## src/hw/rtl/tvm_pkg.sv

```systemverilog
// Shared constants for the tiny register machine execute core.
`default_nettype none
package tvm_pkg;

    localparam int REG_COUNT_DEF = 4;
    localparam int INSTR_W       = 16;
    localparam int DATA_W        = 64;
    localparam int OUT_TDATA_W   = 72;
    localparam int OUT_TUSER_W   = 4;

    localparam logic [3:0] OP_HALT = 4'd0;
    localparam logic [3:0] OP_LDI  = 4'd1;
    localparam logic [3:0] OP_MOV  = 4'd2;
    localparam logic [3:0] OP_ADD  = 4'd3;
    localparam logic [3:0] OP_SUB  = 4'd4;
    localparam logic [3:0] OP_MUL  = 4'd5;
    localparam logic [3:0] OP_DIV  = 4'd6;

    localparam logic [1:0] ST_OK     = 2'd0;
    localparam logic [1:0] ST_DIV0   = 2'd1;
    localparam logic [1:0] ST_BADREG = 2'd2;
    localparam logic [1:0] ST_HALTED = 2'd3;

endpackage
`default_nettype wire

```

## src/hw/rtl/tiny_register_vm_execute_core.sv

```systemverilog
// Execute core of the tiny register machine: register file memory, ALU and result stage.
// Each transaction on the slave side is one 16-bit instruction and yields exactly one
// transaction on the master side. Instructions run one at a time: halt, load immediate,
// move, add and subtract go from the read state straight to the result stage, as do an
// unused opcode, a bad register index, a divide by zero and any instruction after halt;
// multiply first steps through its three 32x32 partial products, which share one
// multiplier; divide runs the shift-subtract divider, one quotient bit per cycle.
// The register file sits in a two-read, one-write memory whose entries read as zero
// until first written, so no clearing pass follows reset. A finished result waits in an
// output register, and the next instruction is taken while it waits; that instruction
// then holds in its last cycle until the output register is free.
`default_nettype none
module tiny_register_vm_execute_core #(
    parameter int REG_COUNT = tvm_pkg::REG_COUNT_DEF
) (
    input  wire logic                            i_clk,
    input  wire logic                            i_rst_n,
    input  wire logic                            s_axis_tvalid,
    output logic                                 s_axis_tready,
    // instruction [15:0]
    input  wire logic [tvm_pkg::INSTR_W-1:0]     s_axis_tdata,
    output logic                                 m_axis_tvalid,
    input  wire logic                            m_axis_tready,
    // dest_index [1:0], dest_value [65:2], zero fill [71:66]
    output logic [tvm_pkg::OUT_TDATA_W-1:0]      m_axis_tdata,
    // wrote [0], halted [1], status [3:2]
    output logic [tvm_pkg::OUT_TUSER_W-1:0]      m_axis_tuser
);

    localparam int IDX_W     = (REG_COUNT > 1) ? $clog2(REG_COUNT) : 1;
    localparam int MEM_DEPTH = 1 << IDX_W;
    localparam int DW        = tvm_pkg::DATA_W;
    localparam int HW        = DW / 2;
    localparam logic [4:0] REG_LIM = 5'(REG_COUNT);

    localparam logic [2:0] S_IDLE   = 3'd0;
    localparam logic [2:0] S_READ   = 3'd1;
    localparam logic [2:0] S_MUL    = 3'd2;
    localparam logic [2:0] S_DIV    = 3'd3;
    localparam logic [2:0] S_DIVEND = 3'd4;
    localparam logic [2:0] S_DONE   = 3'd5;

    logic [DW-1:0]        r_mem [MEM_DEPTH];
    logic [MEM_DEPTH-1:0] r_vld;
    logic [DW-1:0]        r_rd_a, r_rd_b;
    logic                 r_rv_a, r_rv_b;

    logic [2:0]           r_state;
    logic [15:0]          r_instr;
    logic                 r_halt;
    logic                 r_wr;
    logic [1:0]           r_status;
    logic [DW-1:0]        r_val;
    logic [DW-1:0]        r_opa, r_opb;
    logic [DW-1:0]        r_prod, r_acc;
    logic [1:0]           r_step;
    logic [DW-1:0]        r_quo, r_rem, r_dm;
    logic                 r_neg;
    logic [5:0]           r_cnt;

    logic                            r_out_valid;
    logic [tvm_pkg::OUT_TDATA_W-1:0] r_out_data;
    logic [tvm_pkg::OUT_TUSER_W-1:0] r_out_user;

    logic [3:0]    w_op, w_rd, w_ra, w_rb;
    logic [DW-1:0] w_a, w_b, w_na, w_nb;
    logic          w_bad;
    logic          w_accept, w_out_free, w_mem_we;
    logic [HW-1:0] w_mx, w_my;
    logic [DW-1:0] w_prod;
    logic [DW:0]   w_sh, w_diff;

    assign w_op = r_instr[15:12];
    assign w_rd = r_instr[11:8];
    assign w_ra = r_instr[7:4];
    assign w_rb = r_instr[3:0];

    assign w_a  = r_rv_a ? r_rd_a : '0;
    assign w_b  = r_rv_b ? r_rd_b : '0;
    assign w_na = w_a[DW-1] ? (~w_a + DW'(1'b1)) : w_a;
    assign w_nb = w_b[DW-1] ? (~w_b + DW'(1'b1)) : w_b;

    always_comb begin
        w_bad = ({1'b0, w_rd} >= REG_LIM);
        if (w_op >= tvm_pkg::OP_MOV && {1'b0, w_ra} >= REG_LIM) begin
            w_bad = 1'b1;
        end
        if (w_op >= tvm_pkg::OP_ADD && {1'b0, w_rb} >= REG_LIM) begin
            w_bad = 1'b1;
        end
    end

    assign s_axis_tready = (r_state == S_IDLE);
    assign w_accept      = s_axis_tvalid && s_axis_tready;
    assign w_out_free    = !r_out_valid || m_axis_tready;
    assign w_mem_we      = (r_state == S_DONE) && w_out_free && r_wr;

    always_comb begin
        case (r_step)
            2'd0:    begin w_mx = r_opa[HW-1:0];  w_my = r_opb[HW-1:0];  end
            2'd1:    begin w_mx = r_opa[HW-1:0];  w_my = r_opb[DW-1:HW]; end
            default: begin w_mx = r_opa[DW-1:HW]; w_my = r_opb[HW-1:0];  end
        endcase
    end
    assign w_prod = {{HW{1'b0}}, w_mx} * {{HW{1'b0}}, w_my};

    assign w_sh   = {r_rem, r_quo[DW-1]};
    assign w_diff = w_sh - {1'b0, r_dm};

    always_ff @(posedge i_clk) begin
        if (w_accept) begin
            r_rd_a  <= r_mem[s_axis_tdata[4 +: IDX_W]];
            r_rd_b  <= r_mem[s_axis_tdata[0 +: IDX_W]];
            r_rv_a  <= r_vld[s_axis_tdata[4 +: IDX_W]];
            r_rv_b  <= r_vld[s_axis_tdata[0 +: IDX_W]];
            r_instr <= s_axis_tdata;
        end
        if (w_mem_we) begin
            r_mem[w_rd[IDX_W-1:0]] <= r_val;
        end
    end

    always_ff @(posedge i_clk) begin
        if (!i_rst_n) begin
            r_vld <= '0;
        end else if (w_mem_we) begin
            r_vld[w_rd[IDX_W-1:0]] <= 1'b1;
        end
    end

    always_ff @(posedge i_clk) begin
        if (!i_rst_n) begin
            r_state <= S_IDLE;
            r_halt  <= 1'b0;
        end else begin
            unique case (r_state)
                S_IDLE: begin
                    if (w_accept) begin
                        r_state <= S_READ;
                    end
                end
                S_READ: begin
                    r_wr     <= 1'b0;
                    r_status <= tvm_pkg::ST_OK;
                    r_val    <= '0;
                    r_state  <= S_DONE;
                    if (r_halt) begin
                        r_status <= tvm_pkg::ST_HALTED;
                    end else if (w_op == tvm_pkg::OP_HALT) begin
                        r_halt <= 1'b1;
                    end else if (w_op <= tvm_pkg::OP_DIV) begin
                        if (w_bad) begin
                            r_status <= tvm_pkg::ST_BADREG;
                        end else begin
                            r_wr <= 1'b1;
                            case (w_op)
                                tvm_pkg::OP_LDI: r_val <= {{(DW-8){1'b0}}, r_instr[7:0]};
                                tvm_pkg::OP_MOV: r_val <= w_a;
                                tvm_pkg::OP_ADD: r_val <= w_a + w_b;
                                tvm_pkg::OP_SUB: r_val <= w_a - w_b;
                                tvm_pkg::OP_MUL: begin
                                    r_opa   <= w_a;
                                    r_opb   <= w_b;
                                    r_step  <= 2'd0;
                                    r_state <= S_MUL;
                                end
                                default: begin
                                    if (w_b == '0) begin
                                        r_wr     <= 1'b0;
                                        r_status <= tvm_pkg::ST_DIV0;
                                    end else begin
                                        r_quo   <= w_na;
                                        r_dm    <= w_nb;
                                        r_rem   <= '0;
                                        r_neg   <= w_a[DW-1] ^ w_b[DW-1];
                                        r_cnt   <= 6'd63;
                                        r_state <= S_DIV;
                                    end
                                end
                            endcase
                        end
                    end
                end
                S_MUL: begin
                    r_prod <= w_prod;
                    r_step <= r_step + 2'd1;
                    case (r_step)
                        2'd0:    r_acc <= '0;
                        2'd1:    r_acc <= r_prod;
                        2'd2:    r_acc <= r_acc + {r_prod[HW-1:0], {HW{1'b0}}};
                        default: begin
                            r_val   <= r_acc + {r_prod[HW-1:0], {HW{1'b0}}};
                            r_state <= S_DONE;
                        end
                    endcase
                end
                S_DIV: begin
                    if (!w_diff[DW]) begin
                        r_rem <= w_diff[DW-1:0];
                        r_quo <= {r_quo[DW-2:0], 1'b1};
                    end else begin
                        r_rem <= w_sh[DW-1:0];
                        r_quo <= {r_quo[DW-2:0], 1'b0};
                    end
                    r_cnt <= r_cnt - 6'd1;
                    if (r_cnt == 6'd0) begin
                        r_state <= S_DIVEND;
                    end
                end
                S_DIVEND: begin
                    r_val   <= r_neg ? (~r_quo + DW'(1'b1)) : r_quo;
                    r_state <= S_DONE;
                end
                S_DONE: begin
                    if (w_out_free) begin
                        r_state <= S_IDLE;
                    end
                end
                default: r_state <= S_IDLE;
            endcase
        end
    end

    always_ff @(posedge i_clk) begin
        if (!i_rst_n) begin
            r_out_valid <= 1'b0;
        end else if (r_state == S_DONE && w_out_free) begin
            r_out_valid <= 1'b1;
        end else if (m_axis_tready) begin
            r_out_valid <= 1'b0;
        end
    end

    always_ff @(posedge i_clk) begin
        if (r_state == S_DONE && w_out_free) begin
            r_out_data <= r_wr ? {6'b0, r_val, w_rd[1:0]} : '0;
            r_out_user <= {r_status, r_halt, r_wr};
        end
    end

    assign m_axis_tvalid = r_out_valid;
    assign m_axis_tdata  = r_out_data;
    assign m_axis_tuser  = r_out_user;

    a_result_loaded: assert property (@(posedge i_clk) disable iff (!i_rst_n)
        (r_state == S_DONE && w_out_free) |=> r_out_valid)
        else $error("finished instruction did not reach the output register");

    a_no_write_zero: assert property (@(posedge i_clk) disable iff (!i_rst_n)
        (r_out_valid && !r_out_user[0]) |-> (r_out_data == '0))
        else $error("result without a register write carries data");

    a_halt_sticky: assert property (@(posedge i_clk) disable iff (!i_rst_n)
        r_halt |=> r_halt)
        else $error("halt flag cleared");

    a_div0_no_write: assert property (@(posedge i_clk) disable iff (!i_rst_n)
        (r_out_valid && r_out_user[3:2] == tvm_pkg::ST_DIV0) |-> !r_out_user[0])
        else $error("divide by zero reported together with a write");

    a_write_in_range: assert property (@(posedge i_clk) disable iff (!i_rst_n)
        w_mem_we |-> ({1'b0, w_rd} < REG_LIM))
        else $error("register write beyond the register count");

endmodule
`default_nettype wire
```

## config.mk

```make
export PLATFORM = sky130hd
export DESIGN_NAME = tiny_register_vm_execute_core
export DESIGN_NICKNAME = d
export VERILOG_FILES = /design/src/hw/rtl/tvm_pkg.sv /design/src/hw/rtl/tiny_register_vm_execute_core.sv
export SDC_FILE = /design/constraint.sdc
export NUM_CORES = 2
export LEC_CHECK = 0
export BUFFER_PORTS_ARGS = -buffer_cell sky130_fd_sc_hd__buf_2
export CAP_MARGIN = 5
export CORE_AREA = 2 2 403 405
export DETAILED_ROUTE_END_ITERATION = 12
export DIE_AREA = 0 0 405 407
export PLACE_DENSITY = 0.79
export SLEW_MARGIN = 20
export SYNTH_ARGS = -nofsm -noshare
export SYNTH_HDL_FRONTEND = slang
export SYNTH_SLANG_ARGS = --single-unit
```

## constraint.sdc

```tcl
create_clock -name i_clk -period 16.46 [get_ports i_clk]
set_clock_uncertainty 0.05 [all_clocks]
set_input_delay 0.823 -clock i_clk [delete_from_list [all_inputs] [get_ports i_clk]]
set_output_delay 0.823 -clock i_clk [all_outputs]
set_load 0.02 [all_outputs]
```

# Word-level counts from Yosys, hierarchy flattened
# Memories as Yosys holds them, arrays and structs flattened. A register that Yosys moved wholly into a read port is not among the register bits.
# Cells that the tools add are included.
dict set report word_totals {
  latchBits 0
  out_inout_bits 78
  mem_bits_ro 0
  wordCells 187
  register_bits 627
  memories 1
  ram_bits 256
  inputBits 20
}
dict set report op_classes {
  shift 0
  multipliers 1
  n_reduce_logical 32
  eq_ne 23
  div 0
  n_bitwise 11
  muxes 76
  order_cmp 10
  addsub 9
}
# memory words width rd rd_ports_with_merged_regs write_ports line_no
set mem_list {}
lappend mem_list {r_mem 4 64 2 2 1 tiny_register_vm_execute_core.sv:43} ;# logic [DW-1:0] r_mem [MEM_DEPTH];
# cell n
set op_table {}
lappend op_table {{$mux 64} 22}
lappend op_table {{$pmux 64 s3} 2}
lappend op_table {{$pmux 64 s2} 2}
lappend op_table {{$pmux 64 s4} 1}
lappend op_table {{$add 64x1->64 const B} 3}
lappend op_table {{$not 64->64} 3}
lappend op_table {{$add 64x64->64} 2}
lappend op_table {{$sub 65x64->65} 1}
lappend op_table {{$logic_not 64->1} 1}
lappend op_table {{$mul 32x32->64} 1}
lappend op_table {{$mux 32} 2}
lappend op_table {{$sub 64x64->64} 1}
lappend op_table {{$mux 63} 1}
lappend op_table {{$mux 6} 6}
lappend op_table {{$mux 3} 9}
lappend op_table {{$ne 2x2->1 const B} 10}
lappend op_table {{$pmux 3 s6} 1}
lappend op_table {{$mux 1} 16}
lappend op_table {{$mux 2} 8}
lappend op_table {{$reduce_and 8->1} 2}
lappend op_table {{$reduce_and 7->1} 2}
lappend op_table {{$ge 4x3->1 const B} 3}
lappend op_table {{$pmux 6 s2} 1}
lappend op_table {{$lt 2x3->1 const B} 3}
lappend op_table {{37 further kinds} 59}

# Logic depth before layout (Yosys ltp)
dict set report depth {
  depth_word 11
  depth_mapped 37
  ltp_nobuf 32
}

# Least setup slack after synthesis
# Ideal clock, no wire load.
dict set report synth_timing {
  path_kind {register to register}
  from {reg r_rv_b}
  to {reg r_cnt[0], enable pin}
  period_less_slack_ps 13061
  path_buffers 4
  setup_slack_ps 3399
  t_required_ps 15584
  setup_time_ps 826
  arrival_ps 12185
  stages_incl_launch_ff 14
  cell_sequence {edfxtp_1 -> clkbuf_8 -> clkbuf_1 -> clkbuf_1 -> clkbuf_1 -> nand2_1 -> ha_1 -> nand2_1 -> a211oi_4 -> nand4_4 -> nor3_4 -> nand3_2 -> nand3b_1 -> a211oi_1}
}
dict set report synth_between {
  elab_chain_cells 4
}
# item line_no
set synth_lines {}
lappend synth_lines {{from (decl)} tiny_register_vm_execute_core.sv:46} ;# logic r_rv_a, r_rv_b;
lappend synth_lines {{from (signal assigned)} tiny_register_vm_execute_core.sv:115} ;# r_rv_b <= r_vld[s_axis_tdata[0 +: IDX_W]];
lappend synth_lines {{$mux 64} tiny_register_vm_execute_core.sv:79} ;# assign w_b = r_rv_b ? r_rd_b : '0;
lappend synth_lines {{$logic_not 64->1} tiny_register_vm_execute_core.sv:168} ;# if (w_b == '0) begin
lappend synth_lines {{$ne 2x2->1 (no line)} -}
lappend synth_lines {{$reduce_and 8->1 (no line)} -}
lappend synth_lines {{to (signal assigned)} tiny_register_vm_execute_core.sv:205} ;# r_cnt <= r_cnt - 6'd1;
lappend synth_lines {{to (decl)} tiny_register_vm_execute_core.sv:59} ;# logic [5:0] r_cnt;
# No other way between the ends.
# A chain may end at the register's enable or synchronous reset.

# Final worst setup path
dict set report layout_timing {
  from {reg r_step[0]}
  to {reg r_prod[60] (data pin)}
}
dict set report layout_between {
  elab_chain_cells 4
  elab_cells_between_ends 6
  cone_classes {mul (1); eq/ne (1); mux (2); reduce/logical (2)}
}
# item line_no
set layout_lines {}
lappend layout_lines {{from (decl)} tiny_register_vm_execute_core.sv:56} ;# logic [1:0] r_step;
lappend layout_lines {{from (signal assigned)} tiny_register_vm_execute_core.sv:186} ;# r_step <= r_step + 2'd1;
lappend layout_lines {{$eq 2x1->1 or $logic_not 2->1 (tied branches)} tiny_register_vm_execute_core.sv:99} ;# case (r_step)
lappend layout_lines {{$reduce_or 2->1 (no line)} -}
lappend layout_lines {{$mux 32} tiny_register_vm_execute_core.sv:99}
lappend layout_lines {{$mul 32x32->64 (*)} tiny_register_vm_execute_core.sv:105} ;# assign w_prod = {{HW{1'b0}}, w_mx} * {{HW{1'b0}}, w_my};
lappend layout_lines {{named net w_prod[60]} tiny_register_vm_execute_core.sv:70} ;# logic [DW-1:0] w_prod;
lappend layout_lines {{to (signal assigned)} tiny_register_vm_execute_core.sv:185} ;# r_prod <= w_prod;
lappend layout_lines {{to (decl)} tiny_register_vm_execute_core.sv:55} ;# logic [DW-1:0] r_prod, r_acc;
# Mark *: on every way through the listed nets, which the timed path passes. The rest lies on a longest branch.

==> results by group <==
STA
  – Unrepaired setup endpoints after global routing: false
  – Final period utilization: 0.6480
  – Worst Max-Slew Pin Slew: 1202 ps
  – Final Hold Vio Count: 0
  – Endpoints failing setup: 0
  – Min cycle time layout: 10670 ps
  – Setup TNS: 0 ps
  – Relative slew slack: 0.1758
  – Final slew viol count: 0
  – Fmax: 93.75 MHz

Finish
  – Area grow syn2layout: 7.262%
  – FILL cells: 13230
  – Fin util: 0.5879
  – Share of cells above drive strength 1: 0.08630
  – Final nets: 9639
  – Final cell count without fillers: 10540
  – FF+latch area: about 0.030 sq mm
  – Area of the multi-input gates: 0.05244 sq mm

Drt
  – Post-Route M1 WL: around 120000 um
  – Total Wirelength: 311800 um
  – Met2 WL: 134900 um
  – Highest metal used: met5
  – Violation count after the first detailed-route iteration: around 9000
  – DR pass1 iterations: 6
  – DRT antenna net count: 0
  – Vias: between 60000 and 70000
  – Drt wl/cell: 29.57 um
  – # DRC: 0
  – Routed met3 length: 37380 um
  – Via density: between 6 and 7

Clocking
  – Worst-skew pair later-pin latency: between 700 and 800 ps
  – Reg clk slew, reported paths: 60 ps
  – CTS sink count: 1005
  – Root Driver: clkbuf_16
  – Max clock buf depth: 3
  – Post-CTS setup buffer count: 0
  – H-tree levels: 3
  – Post-CTS Hold Buffers: 0
  – TritonCTS clock tree: built
  – TritonCTS Buffers: between 100 and 150
  – Post-CTS Resized: 0

Global route
  – Largest net degree at the start of global routing: 175
  – Antenna violations before repair: 22
  – First-pass GRT wire length: ~460000 um
  – Total GRT Usage: 0.3832
  – Vias in the first global route: 67040
  – GR Overflow Total: 0

Floorplanning
  – Rows: 147
  – Initial Util: 0.5481
  – Die area: 0.1648 sq mm
  – Core Region: between 0.15 and 0.2 sq mm
  – Die Y: roughly 410 um
  – Die X: 405 um
  – Io pins: 98

Synth
  – Share of Yosys cell area claimed by the top area cell type: 0.3406
  – Post-synth EDFFs: 996
  – Area leader, netlist: edfxtp_1
  – Share of the yosys chip area belonging to registers: 0.3427
  – Synth warn: 0
  – Ys flop type: edfxtp_1
  – #FFs+latches synth: 1005
  – Cells after Synth: 8385
  – Largest cells by area after synthesis: edfxtp_1, fa_1, ha_1
  – Cell Area, Synth: 0.08780 sq mm
  – Syn Area/Cell: ~10 sq um
  – Asr flop ratio synth: 0
  – Synth unique cells: between 100 and 150

Critical path
  – CP peak stage delay: 830 ps
  – Most used cell, CP: fa_1
  – Critical path capture point type: register
  – WS Path Type: reg -> reg
  – Crit path from: r_step[0]
  – Worst path required time: between 15000 and 20000 ps
  – Worst setup SP type: register
  – Slowest cell on crit path: mux2i_2
  – Crit Reg-Reg Startpoint: r_step[0]
  – WP data arrival: between 10000 and 15000 ps
  – CP Max Fanout: 28

Placement
  – DP Cell Count: just over 10000
  – PortBufs: just over 90
  – Placer Congestion: 1.045
  – Hpwl dp: 241200 um

Pwr
  – VDD IR max: roughly 0.10 mV
  – Final Power: slightly above 0.008 W
  – LEAKAGE: 39.20 nW
  – Power per Cell Area: 86.23 mW/mm^2

Min path
  – Worst hold start: s_axis_tdata[8]
  – HP Class: in -> reg

Job
  – Max-cap check violation count: 0

Status
  – Run status: finished clean
## state kept, by name, summed over array words and instances, names as in the netlist, 2 cells and up
register	count
r_opb	64
r_prod	64
m_axis_tuser	4
r_step	2
r_rem	64
r_mem	256
m_axis_tdata	66
r_vld	4
r_cnt	6
r_val	64
r_opa	64
r_state	3
r_acc	64
r_rd_a	64
r_status	2
r_quo	64
r_rd_b	64
r_instr	16
r_dm	64
## cells in the final DEF (no fill, tap or decap), drive strengths merged, types with 58 or more instances in the layout
master and instances:
nor2 879, mux4 130, buf 218, o21ai 316, a21oi 309, nand3 86, mux2i 130, a22oi 58
ha 431, fa 899, edfxtp 996, nor3 73, clkbuf 116, nand4 58, nand2b 58, mux2 66
inv 1050, xnor2 224, xor2 198, and2 282, o31ai 87, nand2 873, a21o 133
## path summary, 6_finish.rpt
check,end,slack [ps],cells past startpoint
worst min-delay path,r_instr[8],160,1
worst max register to register,r_prod[60],5790,30
worst max-delay path,r_prod[60],5790,30
worst min register to register,m_axis_tuser[2],390,0
## power by group
part	switching [W]	internal, W	total (W)
Combinational	0.00172	0.000858	0.00258
Sequential	0.0000887	0.00296	0.00305
Clock	0.00110	0.00139	0.00249
## worst max-delay path: cells and delay by family (launching register included)
kind | cells | cell delay (ps)
AO/OA/AOI/OAI | 7 | 2410
multiplexers | 1 | 830
buffers and inverters | 7 | 1190
XOR/XNOR | 1 | 120
adder cells (fa/ha/maj) | 10 | 4650
AND/OR/NAND/NOR | 4 | 600
flip-flops | 1 | 480
## cells by family (layout without fill, tap and decap cells)
family | count (synthesis) | after routing | share of synthesized area
other | 1 | 11 | 0.00004271
xor gates and xnor gates | 422 | 422 | 0.04231
DFF | 1005 | 1005 | 0.3427
adders and majority gates | 1330 | 1330 | 0.2664
and+or+nand+nor | 2521 | 2521 | 0.1298
AOI/OAI and AO/OA | 1312 | 1312 | 0.09817
muxes | 326 | 326 | 0.05663
buffers and inverters | 1468 | 1456 | 0.06393
## per-layer routing
metal  vias up  global-route usage
li1      28210                   -
met1     33620              0.5204
met2      4276              0.5704
met3       845             0.09693
met4        26              0.1996
met5         -                   0
## through the flow
step	setup slack [ps]	hold WS [ps]	instance area, sq um
5_1_grt	5369	164.0	94170
3_5_place_dp	5985	365.2	90570
3_3_place_gp	6105	358.5	90570
2_1_floorplan	3399	350.3	87820
4_1_cts	5960	131.6	94170
6_report	5794	162.3	94180
## final cells by class
cell class / count / share of cell area
diodes: 5 / 0.0001329
clock buffers: 116 / 0.02811
clock inverters: 79 / 0.01004
inverters: 1043 / 0.04157
multi-input cells: 5917 / 0.5568
flip-flops and latches: 1005 / 0.3195
well taps: 2160 / 0.02870
repair buffers: 218 / 0.01515
## cells in the mapped netlist (29+ instances only)
cell type	instances
inv_1	1042
edfxtp_1	996
fa_1	899
nor2_1	877
nand2_1	872
ha_1	431
clkbuf_1	370
a21oi_1	307
o21ai_0	300
and2_1	279
xnor2_1	223
xor2_1	198
a21o_1	130
mux2i_1	130
mux4_2	130
o31ai_1	86
nand3_1	84
nor3_1	68
mux2_2	66
a22oi_1	58
nand2b_1	58
nand4_1	56
nor2b_1	50
a31oi_1	46
o21bai_1	38
a211oi_1	34
o21a_1	32
buf_1	29
(Power assumes the default switching activity.)
